### src/rtl/hsa_pkg.sv
// shared constants for the charge hopping site agent
`default_nettype none

package hsa_pkg;

    // default sizes
    localparam int NEIGHBORS_DEF = 6;
    localparam int RAND_BITS_DEF = 16;

    // weight format, unsigned Q12.12
    localparam int WEIGHT_BITS = 24;

    // item function codes
    localparam logic [1:0] FUNC_TRANSPORT = 2'd0;
    localparam logic [1:0] FUNC_OFFER     = 2'd1;
    localparam logic [1:0] FUNC_COMMIT    = 2'd2;

    // hop barrier after reset, 0.4 in Q0.16
    localparam logic [15:0] BARRIER_RESET = 16'd26214;

    // log2(e) in Q1.16
    localparam logic [16:0] LOG2E_Q16 = 17'd94548;

    // cubic for 2^f on [0,1)
    localparam logic [16:0] POLY_C1 = 17'd45590;
    localparam logic [16:0] POLY_C2 = 17'd14809;
    localparam logic [16:0] POLY_C3 = 17'd5137;

    // exponent offset: 16 << 24 minus 2048 * log2(e), so the biased argument stays positive
    localparam logic [28:0] EXP_OFFSET = 29'd74801152;

    // right shift of {p, 7'b0} is this minus the integer part of the biased exponent
    localparam logic [4:0] SHIFT_BASE = 5'd27;

endpackage

`default_nettype wire

### src/rtl/hsa_mul.sv
// shared unsigned multiplier with registered product
`default_nettype none

module hsa_mul #(
    parameter int A_BITS = 27,
    parameter int B_BITS = 17
) (
    input  wire logic                       clk,
    input  wire logic                       en,
    input  wire logic [A_BITS-1:0]          a,
    input  wire logic [B_BITS-1:0]          b,
    output logic      [A_BITS+B_BITS-1:0]   prod
);

    logic [A_BITS+B_BITS-1:0] prod_reg;

    // product register, loaded only when the sequencer issues a multiply
    always_ff @(posedge clk)
    begin
        if (en)
        begin
            prod_reg <= (A_BITS+B_BITS)'(a) * (A_BITS+B_BITS)'(b);
        end
    end

    assign prod = prod_reg;

endmodule

`default_nettype wire

### src/rtl/boltzmann_hop_site_agent.sv
// lattice site agent: boltzmann roulette charge hop, offer and commit
//
//  channel  handshake                 payload
//  -------  ------------------------  ------------------------------------------------
//  in       in_valid / in_stall       func, random_value, own_potential,
//                                     neighbor_potential_0..5, neighbor_vacant_mask
//  out      out_valid / out_stall     hop, hop_target, offer_accepted, present_charge
//  cfg      cfg_write_en              cfg_write_data (hop_barrier)
//
// offer, commit and transports that attempt no hop go straight to the result step
// a transport hop attempt computes a weight per neighbor, then tests roulette bounds in
// order until one is hit or the last but one is tested, all on the one shared multiplier:
// four multiplies per weight, one for (rn - barrier) * total, then one per roulette bound
// reset (rst_n, asynchronous) empties the site and loads the default barrier
// in_stall is high from transfer until the result is loaded into the output register
// a stalled output holds the block in its final step
`default_nettype none

module boltzmann_hop_site_agent import hsa_pkg::*; #(
    parameter int NEIGHBORS = NEIGHBORS_DEF,
    parameter int RAND_BITS = RAND_BITS_DEF
) (
    input  wire logic               clk,
    input  wire logic               rst_n,
    input  wire logic               cfg_write_en,
    input  wire logic [15:0]        cfg_write_data,
    input  wire logic               in_valid,
    output logic                    in_stall,
    input  wire logic [1:0]         func,
    input  wire logic [15:0]        random_value,
    input  wire logic signed [15:0] own_potential,
    input  wire logic signed [15:0] neighbor_potential_0,
    input  wire logic signed [15:0] neighbor_potential_1,
    input  wire logic signed [15:0] neighbor_potential_2,
    input  wire logic signed [15:0] neighbor_potential_3,
    input  wire logic signed [15:0] neighbor_potential_4,
    input  wire logic signed [15:0] neighbor_potential_5,
    input  wire logic [5:0]         neighbor_vacant_mask,
    output logic                    out_valid,
    input  wire logic               out_stall,
    output logic                    hop,
    output logic [2:0]              hop_target,
    output logic                    offer_accepted,
    output logic signed             present_charge
);

    localparam int KW   = (NEIGHBORS > 1) ? $clog2(NEIGHBORS) : 1;
    localparam int SUMW = WEIGHT_BITS + $clog2(NEIGHBORS);
    localparam int MA   = (SUMW > 17) ? SUMW : 17;
    localparam int MB   = (RAND_BITS + 1 > 17) ? RAND_BITS + 1 : 17;
    localparam int PW   = MA + MB;
    localparam logic [KW-1:0] K_LAST = KW'(NEIGHBORS - 1);
    localparam logic [KW-1:0] K_PREV = KW'(NEIGHBORS - 2);

    // sequencer codes
    localparam logic [3:0] ST_IDLE  = 4'd0;
    localparam logic [3:0] ST_EXP   = 4'd1;
    localparam logic [3:0] ST_ADDU  = 4'd2;
    localparam logic [3:0] ST_M1    = 4'd3;
    localparam logic [3:0] ST_M2    = 4'd4;
    localparam logic [3:0] ST_M3    = 4'd5;
    localparam logic [3:0] ST_WGT   = 4'd6;
    localparam logic [3:0] ST_RT    = 4'd7;
    localparam logic [3:0] ST_CADD  = 4'd8;
    localparam logic [3:0] ST_CMUL  = 4'd9;
    localparam logic [3:0] ST_CTST  = 4'd10;
    localparam logic [3:0] ST_DONE  = 4'd11;

    logic [3:0]                 state_reg, state_next;
    logic [KW-1:0]              k_reg;
    logic [1:0]                 func_reg;
    logic                       cur_reg, fut_reg;
    logic [15:0]                barrier_reg;
    logic signed [15:0]         own_reg;
    logic signed [15:0]         nb_reg [NEIGHBORS];
    logic [NEIGHBORS-1:0]       mask_reg;
    logic [RAND_BITS-1:0]       rdiff_reg;
    logic [28:0]                u_reg;
    logic [WEIGHT_BITS-1:0]     w_reg [NEIGHBORS];
    logic [SUMW-1:0]            total_reg, cum_reg;
    logic [PW-1:0]              rt_reg;
    logic                       res_hop_reg, res_accept_reg;
    logic [KW-1:0]              res_target_reg;
    logic                       out_valid_reg, hop_reg, accept_reg, charge_reg;
    logic [2:0]                 target_reg;

    logic signed [15:0]         nb_in [6];
    logic [31:0]                rv_wide, bar_wide;
    logic [RAND_BITS-1:0]       rn_in, barrier;
    logic [RAND_BITS:0]         one_w, span;
    logic                       accept, start_walk, out_free;
    logic signed [16:0]         d_full;
    logic [11:0]                d_biased;
    logic [15:0]                frac;
    logic [16:0]                p_val;
    logic [4:0]                 shamt;
    logic [WEIGHT_BITS-1:0]     weight;
    logic                       mul_en;
    logic [MA-1:0]              mul_a;
    logic [MB-1:0]              mul_b;
    logic [PW-1:0]              prod;
    logic                       bound_hit;

    // input potentials as an array
    assign nb_in[0] = neighbor_potential_0;
    assign nb_in[1] = neighbor_potential_1;
    assign nb_in[2] = neighbor_potential_2;
    assign nb_in[3] = neighbor_potential_3;
    assign nb_in[4] = neighbor_potential_4;
    assign nb_in[5] = neighbor_potential_5;

    // random value and barrier at RAND_BITS
    assign rv_wide  = {16'b0, random_value};
    assign bar_wide = {16'b0, barrier_reg};
    assign rn_in    = rv_wide[RAND_BITS-1:0];
    assign barrier  = bar_wide[RAND_BITS-1:0];
    assign one_w    = {1'b1, {RAND_BITS{1'b0}}};
    assign span     = one_w - {1'b0, barrier};

    // handshake
    assign in_stall   = (state_reg != ST_IDLE);
    assign accept     = in_valid && !in_stall;
    assign start_walk = (func == FUNC_TRANSPORT) && cur_reg && (rn_in > barrier);
    assign out_free   = !out_valid_reg || !out_stall;

    // clamped potential difference, biased to [0, 4095]
    always_comb
    begin
        d_full = {own_reg[15], own_reg} - {nb_reg[k_reg][15], nb_reg[k_reg]};
        if (d_full < -17'sd2048)
        begin
            d_biased = 12'd0;
        end
        else if (d_full > 17'sd2047)
        begin
            d_biased = 12'hFFF;
        end
        else
        begin
            d_biased = d_full[11:0] ^ 12'h800;
        end
    end

    // weight from the finished cubic and the integer part of the exponent
    assign frac   = u_reg[23:8];
    assign p_val  = {1'b1, prod[31:16]};
    assign shamt  = SHIFT_BASE - u_reg[28:24];
    assign weight = WEIGHT_BITS'({p_val, 7'b0} >> shamt);

    // roulette test: (rn - barrier) * total <= cum * span
    assign bound_hit = (prod >= rt_reg);

    // multiplier operand select
    always_comb
    begin
        mul_en = 1'b0;
        mul_a  = '0;
        mul_b  = '0;
        case (state_reg)
            ST_EXP:
            begin
                mul_en = 1'b1;
                mul_a  = MA'(d_biased);
                mul_b  = MB'(LOG2E_Q16);
            end
            ST_M1:
            begin
                mul_en = 1'b1;
                mul_a  = MA'(POLY_C3);
                mul_b  = MB'(frac);
            end
            ST_M2:
            begin
                mul_en = 1'b1;
                mul_a  = MA'(prod[32:16] + POLY_C2);
                mul_b  = MB'(frac);
            end
            ST_M3:
            begin
                mul_en = 1'b1;
                mul_a  = MA'(prod[32:16] + POLY_C1);
                mul_b  = MB'(frac);
            end
            ST_RT:
            begin
                mul_en = 1'b1;
                mul_a  = MA'(total_reg);
                mul_b  = MB'(rdiff_reg);
            end
            ST_CMUL:
            begin
                mul_en = 1'b1;
                mul_a  = MA'(cum_reg);
                mul_b  = MB'(span);
            end
            default:
            begin
                mul_en = 1'b0;
            end
        endcase
    end

    hsa_mul #(
        .A_BITS (MA),
        .B_BITS (MB)
    ) u_mul (
        .clk  (clk),
        .en   (mul_en),
        .a    (mul_a),
        .b    (mul_b),
        .prod (prod)
    );

    // sequencer next state
    always_comb
    begin
        state_next = state_reg;
        case (state_reg)
            ST_IDLE:
            begin
                if (accept)
                begin
                    state_next = start_walk ? ST_EXP : ST_DONE;
                end
            end
            ST_EXP:  state_next = ST_ADDU;
            ST_ADDU: state_next = ST_M1;
            ST_M1:   state_next = ST_M2;
            ST_M2:   state_next = ST_M3;
            ST_M3:   state_next = ST_WGT;
            ST_WGT:
            begin
                if (k_reg != K_LAST)
                begin
                    state_next = ST_EXP;
                end
                else
                begin
                    state_next = (NEIGHBORS == 1) ? ST_DONE : ST_RT;
                end
            end
            ST_RT:   state_next = ST_CADD;
            ST_CADD: state_next = ST_CMUL;
            ST_CMUL: state_next = ST_CTST;
            ST_CTST:
            begin
                state_next = (bound_hit || k_reg == K_PREV) ? ST_DONE : ST_CADD;
            end
            ST_DONE:
            begin
                if (out_free)
                begin
                    state_next = ST_IDLE;
                end
            end
            default: state_next = ST_IDLE;
        endcase
    end

    // control state, site charges, barrier and output slot
    always_ff @(posedge clk or negedge rst_n)
    begin
        if (!rst_n)
        begin
            state_reg     <= ST_IDLE;
            cur_reg       <= 1'b0;
            fut_reg       <= 1'b0;
            barrier_reg   <= BARRIER_RESET;
            out_valid_reg <= 1'b0;
        end
        else
        begin
            state_reg <= state_next;
            if (cfg_write_en)
            begin
                barrier_reg <= cfg_write_data;
            end
            if (state_reg == ST_DONE && out_free)
            begin
                out_valid_reg <= 1'b1;
                if (res_accept_reg)
                begin
                    fut_reg <= 1'b1;
                end
                if (res_hop_reg)
                begin
                    fut_reg <= 1'b0;
                end
                if (func_reg == FUNC_COMMIT)
                begin
                    cur_reg <= fut_reg;
                end
            end
            else if (!out_stall)
            begin
                out_valid_reg <= 1'b0;
            end
        end
    end

    // datapath registers
    always_ff @(posedge clk)
    begin
        case (state_reg)
            ST_IDLE:
            begin
                if (accept)
                begin
                    func_reg       <= func;
                    own_reg        <= own_potential;
                    for (int i = 0; i < NEIGHBORS; i++)
                    begin
                        nb_reg[i] <= nb_in[i];
                    end
                    mask_reg       <= neighbor_vacant_mask[NEIGHBORS-1:0];
                    rdiff_reg      <= rn_in - barrier;
                    k_reg          <= '0;
                    total_reg      <= '0;
                    res_hop_reg    <= 1'b0;
                    res_target_reg <= '0;
                    res_accept_reg <= (func == FUNC_OFFER) && !cur_reg && !fut_reg;
                end
            end
            ST_ADDU:
            begin
                u_reg <= prod[28:0] + EXP_OFFSET;
            end
            ST_WGT:
            begin
                w_reg[k_reg] <= weight;
                total_reg    <= total_reg + SUMW'(weight);
                if (k_reg != K_LAST)
                begin
                    k_reg <= k_reg + 1'b1;
                end
                else
                begin
                    k_reg          <= '0;
                    res_hop_reg    <= mask_reg[0];
                    res_target_reg <= '0;
                end
            end
            ST_RT:
            begin
                cum_reg <= '0;
            end
            ST_CADD:
            begin
                if (k_reg == '0)
                begin
                    rt_reg <= prod;
                end
                cum_reg <= cum_reg + SUMW'(w_reg[k_reg]);
            end
            ST_CTST:
            begin
                if (bound_hit)
                begin
                    res_hop_reg    <= mask_reg[k_reg];
                    res_target_reg <= mask_reg[k_reg] ? k_reg : '0;
                end
                else if (k_reg == K_PREV)
                begin
                    res_hop_reg    <= mask_reg[K_LAST];
                    res_target_reg <= mask_reg[K_LAST] ? K_LAST : '0;
                end
                else
                begin
                    k_reg <= k_reg + 1'b1;
                end
            end
            ST_DONE:
            begin
                if (out_free)
                begin
                    hop_reg    <= res_hop_reg;
                    target_reg <= 3'(res_target_reg);
                    accept_reg <= res_accept_reg;
                    charge_reg <= (func_reg == FUNC_COMMIT) ? fut_reg : cur_reg;
                end
            end
            default:
            begin
                u_reg <= u_reg;
            end
        endcase
    end

    // result ports
    assign out_valid      = out_valid_reg;
    assign hop            = hop_reg;
    assign hop_target     = target_reg;
    assign offer_accepted = accept_reg;
    assign present_charge = charge_reg;

endmodule

`default_nettype wire
### config.mk
export PLATFORM = sky130hd
export DESIGN_NAME = boltzmann_hop_site_agent
export DESIGN_NICKNAME = d
export VERILOG_FILES = /design/src/rtl/hsa_pkg.sv /design/src/rtl/hsa_mul.sv /design/src/rtl/boltzmann_hop_site_agent.sv
export SDC_FILE = /design/constraint.sdc
export NUM_CORES = 2
export LEC_CHECK = 0
export ABC_AREA = 1
export BUFFER_PORTS_ARGS = -buffer_cell sky130_fd_sc_hd__buf_2
export CORE_UTILIZATION = 65
export DETAILED_ROUTE_END_ITERATION = 12
export HOLD_SLACK_MARGIN = 0.15
export PLACE_DENSITY = 0.91
export RECOVER_POWER = 25
export SETUP_SLACK_MARGIN = 0.4
export SLEW_MARGIN = 0
export SYNTH_ARGS = -nofsm -noshare
export SYNTH_HDL_FRONTEND = slang
export SYNTH_HIERARCHICAL = 1
export SYNTH_SLANG_ARGS = --single-unit
### constraint.sdc
create_clock -name clk -period 11.65 [get_ports clk]
set_input_delay 1.7475 -clock clk [delete_from_list [all_inputs] [get_ports clk]]
set_output_delay 1.7475 -clock clk [all_outputs]
set_load 0.01 [all_outputs]
# Word level (Yosys, flattened, before mapping)
# Memories as Yosys holds them, arrays and structs flattened. A register that Yosys moved wholly into a read port is not among the register bits.
# Cells that the tools add are included.
# totals
register_bits	248
latch_bits	0
ram_bits	240
romBits	0
input_bits	157
n_memories	2
# op_classes
n_addsub	10
n_mul	1
div	0
magnitude_cmp	5
n_eq_ne	22
shifts	1
n_mux	44
n_bitwise	1
reduce_logical	31
# mem_list
name	words	word_bits	rd	rd_ports_with_merged_regs	write_ports	line	rtl
w_reg	6	24	1	1	1	boltzmann_hop_site_agent.sv:79	logic [WEIGHT_BITS-1:0] w_reg [NEIGHBORS];
nb_reg	6	16	1	1	6	boltzmann_hop_site_agent.sv:75	logic signed [15:0] nb_reg [NEIGHBORS];
# ops
cell	n
$pmux 27 s6	1
$pmux 27 s2	2
$pmux 17 s4	1
$add 27x24->27	2
$pmux 4 s12	1
$ge 44x44->1	1
$mul 27x17->44	1
$mux 3	12
$add 29x27->29 const B	1
$mux 27	1
$mux 12	2
$shr 24x5->24	1
$add 17x14->18 const B	1
$add 17x16->18 const B	1
$pmux 3 s3	2
$gt 17x12->1 const B	1
$lt 17x12->1 const B	1
$sub 16x16->17	1
$sub 17x16->17 const A	1
$eq 4x3->1 const B	4
$eq 4x4->1 const B	4
$gt 16x16->1	1
$mux 1	16
$sub 16x16->16	1
other kinds (29)	55

# Depth between registers and ports, before layout
# depth
word_depth	6
mapped_depth	52
ltp_nobuf	49

# Cells and area by module
# The synthesis kept the hierarchy.
# modules_own_cells
mod	n_inst	cells_each	area_per_inst_um2	seq_area_each_um2
boltzmann_hop_site_agent	1	2638	24473.5	13047.5
hsa_mul	1	2302	17272.8	1321.3

# Worst setup path after synthesis
# No wires, ideal clock.
# synth_timing
path_kind	in2reg
start	input port in_valid
end	register func_reg[0] (enable)
setup_time_ps	635
arrival_ps	7464
setup_slack_ps	3551
cell_stages	2
path_cell_list	inv_1 > nor2_1
# synth_between
elab_chain_len	2
# synth_lines
item	line	rtl
from (decl)	boltzmann_hop_site_agent.sv:27	input wire logic in_valid,
$logic_and 1x1->1	boltzmann_hop_site_agent.sv:122	assign accept = in_valid && !in_stall;
$reduce_and 2->1 (no source line)	-	
to (signal assigned)	boltzmann_hop_site_agent.sv:309	func_reg <= func;
to (decl)	boltzmann_hop_site_agent.sv:71	logic [1:0] func_reg;
# Every way passes these cells.
# A chain may end at the register's enable or synchronous reset.

==> flow_summary.ini <==
[run_status]
status = finished clean

[placed_design]
placedInstanceArea_mm2 = 0.0433
pre_cts_ws_ns = 2.27
dp_hpwl_um = 87200
port_buffers = 164
gp_congestion = 0.986
dp.cells = 5800

[timing]
finClkSkew_ns = 0.0488
worstMarginPinSlew_ns = 1.48
rsz0062_at_grt = false
finalSetupViolations = 0
relSlewSlack_pct = 1.42
period_share_pct = 84.5
fmax_mhz = 102
final.setup.worst_slack_ns = 1.81
setup_tns_ns = 0
post-route-min-period_ns = 9.84
drv_slew = 0
final-hold-violation-count = 0

[drt]
wirelength_um = 119000
drtPass1Iterations = 8
drc = 0
ant_nets = 0
num_vias = 34900
wl_per_cell_um = 20.1
routed_via_density = 5.91
first_iter_violations = 4018

[clocking]
cts.sinks = 483
path_clk_slew_ns = 0.06
cts_resized = 0
cts.path.max_buffers = 3
clkLatencyLatePin_ns = 0.64
clockRootBuffer = clkbuf_16
cts_made_buffers = 54
htree_levels = 2
holdBufCountCts = 0
post_cts_buffers = 0
cts_tree = yes

[grt]
gr-max-usage-layer = met2
grtUsageMet3_pct = 8.06
antenna_found_initial = 6
grt_overflow = 0
grt_pass1_wl_um = 187000
grtUsageTotal_pct = 36.5
grtUsageMet1_pct = 45.3
grt_pass1_vias = 35400
grt_max_degree = 102
use_met2_pct = 60.9

[worst_setup_path]
cp-start-kind = flip-flop
critPathKind = flip-flop to flip-flop
cpMostUsedCell = nand2_1
crit_slowest_cell = inv_2
crit_path_max_incr_delay_ns = 0.94
reg2reg_to = u_mul/prod[28]$_DFFE_PP_
rrSetupSlack_ns = 1.81
worstPathMaxFanout = 66
required_ns = 12.01
crit_arrival_ns = 10.20
crit_end = u_mul/prod[28]$_DFFE_PP_
r2r_cells = 42
crit_path_end_kind = flip-flop

[final_layout]
post-route-cell-area_mm2 = 0.0451
area_growth_pct = 8.01
largest_reg_flops = 144
drive_gt1_share_pct = 6.65
fin_nets = 5799
stdcell_count = 5908

[die]
fp-row-count = 92
coreArea_mm2 = 0.0633
fp.dieH_um = 255
start_util_pct = 65.9
dieArea_mm2 = 0.0652
io_pins = 165
die_w_um = 255

[synth]
ys_warn_count = 6
ys_top_cells_by_area = edfxtp_1 33%, fa_1 18%, nand2_1 12%
synth_ff_type = edfxtp_1
synth_top_area_share_pct = 32.9
synth_edf_count = 457
synth_fp_nets = 5729
synth_common_cells = 1295 x nand2_1, 1035 x inv_1, 457 x edfxtp_1
ys_seq_area_share_pct = 34.4
yosys.area.top_type = edfxtp_1
synth-seq-cells = 483
postSynthAreaPerCell_um2 = 8.45
synth_most_common_cell = nand2_1
syn-cell-area_mm2 = 0.0417
synth_cell_types = 59
synthCells = 4940
ys_async_sr_fraction_pct = 4.76

[hold_path]
min_path_type = flip-flop to flip-flop

[power]
pwr_density_cell_mw_per_mm2 = 287
power_mw = 12.9
ir_drop_mv = 0.222
power.leakage_nw = 22.1

[flow_run]
cap_viol_max_count = 0
## cell families (layout without fill, tap and decap cells)
family,count (synthesis),in the layout,share of synthesized area (%)
and+or+nand+nor,1823,1823,17.5
AOI/OAI and AO/OA,700,700,9.70
DFF,483,483,34.4
muxes,1,1,0.0240
buffers and inverters,1235,1351,11.2
xor gates and xnor gates,66,66,1.38
other,0,6,0
adders and majority gates,632,632,25.7
## where the power goes
part	total, mW	internal, mW	switching, mW
Clock	1.76	1.02	0.745
Combinational	8.20	2.53	5.67
Sequential	2.97	2.60	0.378
## worst min-delay path by stage
stage	from	endpoint	slack, ns	depth (start not counted)
floorplan	res_target_reg[0]$_SDFFCE_PN0P_	hop_target[0]$_DFFE_PP_	0.40	0
global placement	u_mul/prod[0]$_DFFE_PP_	rt_reg[0]$_DFFE_PP_	0.44	0
CTS	u_mul/prod[2]$_DFFE_PP_	rt_reg[2]$_DFFE_PP_	0.46	0
detailed placement	u_mul/prod[0]$_DFFE_PP_	rt_reg[0]$_DFFE_PP_	0.45	0
finish	u_mul/prod[2]$_DFFE_PP_	rt_reg[2]$_DFFE_PP_	0.46	0
global route	u_mul/prod[2]$_DFFE_PP_	rt_reg[2]$_DFFE_PP_	0.47	0
## layout make-up
type	count	area, um2
diodes	6	15.0
repair buffers	208	1100
clock buffers	73	1490
flip-flops and latches	483	14400
well taps	846	1060
inverters	1041	3910
multi-input cells	3222	22800
clock inverters	29	325
fillers	4582	18200
## worst max-delay path: cells and delay by family (launching register included)
kind | cells | cell delay, ns
compound gates | 6 | 1.50
fa+ha+maj | 8 | 3.82
buf+inv | 9 | 1.43
flops | 1 | 0.50
simple gates | 19 | 2.30
## per-layer routing
metal,vias to the layer above,wire length (um)
met2,2184,56500
met1,16500,43300
met4,2,6350
met5,-,13
li1,15700,-
met3,506,12500
## placed cells by master (no fill, tap or decap), types with 9 or more instances in the layout
cell type,instances
clkbuf_1,51
nand3_1,119
buf_2,127
o21bai_1,21
nor2_1,269
o21a_1,14
inv_1,1033
nor2_2,11
nor3_1,49
clkinv_1,9
xor2_1,46
nand2_1,1295
xnor2_1,20
o21ai_0,241
dfrtp_1,15
edfxtp_1,457
a32o_1,27
clkinv_2,9
a21o_1,9
fa_1,378
a22o_1,13
a31oi_1,20
buf_4,43
o22ai_1,45
nand4_1,23
nand3_2,10
ha_1,254
a221oi_1,10
nand2_2,18
clkbuf_16,55
o211ai_1,13
a21oi_1,242
a22oi_1,10
o21ai_2,10
## through the flow
| step | hold slack, ns | util, % |
|---|---|---|
| 2_1_floorplan | 0.400 | - |
| 3_3_place_gp | 0.440 | 68.4 |
| 3_5_place_dp | 0.449 | 68.4 |
| 4_1_cts | 0.458 | 71.3 |
| 5_1_grt | 0.469 | 71.2 |
| 6_report | 0.456 | 71.2 |
No activity file was read; power rests on OpenSTA's default activity.
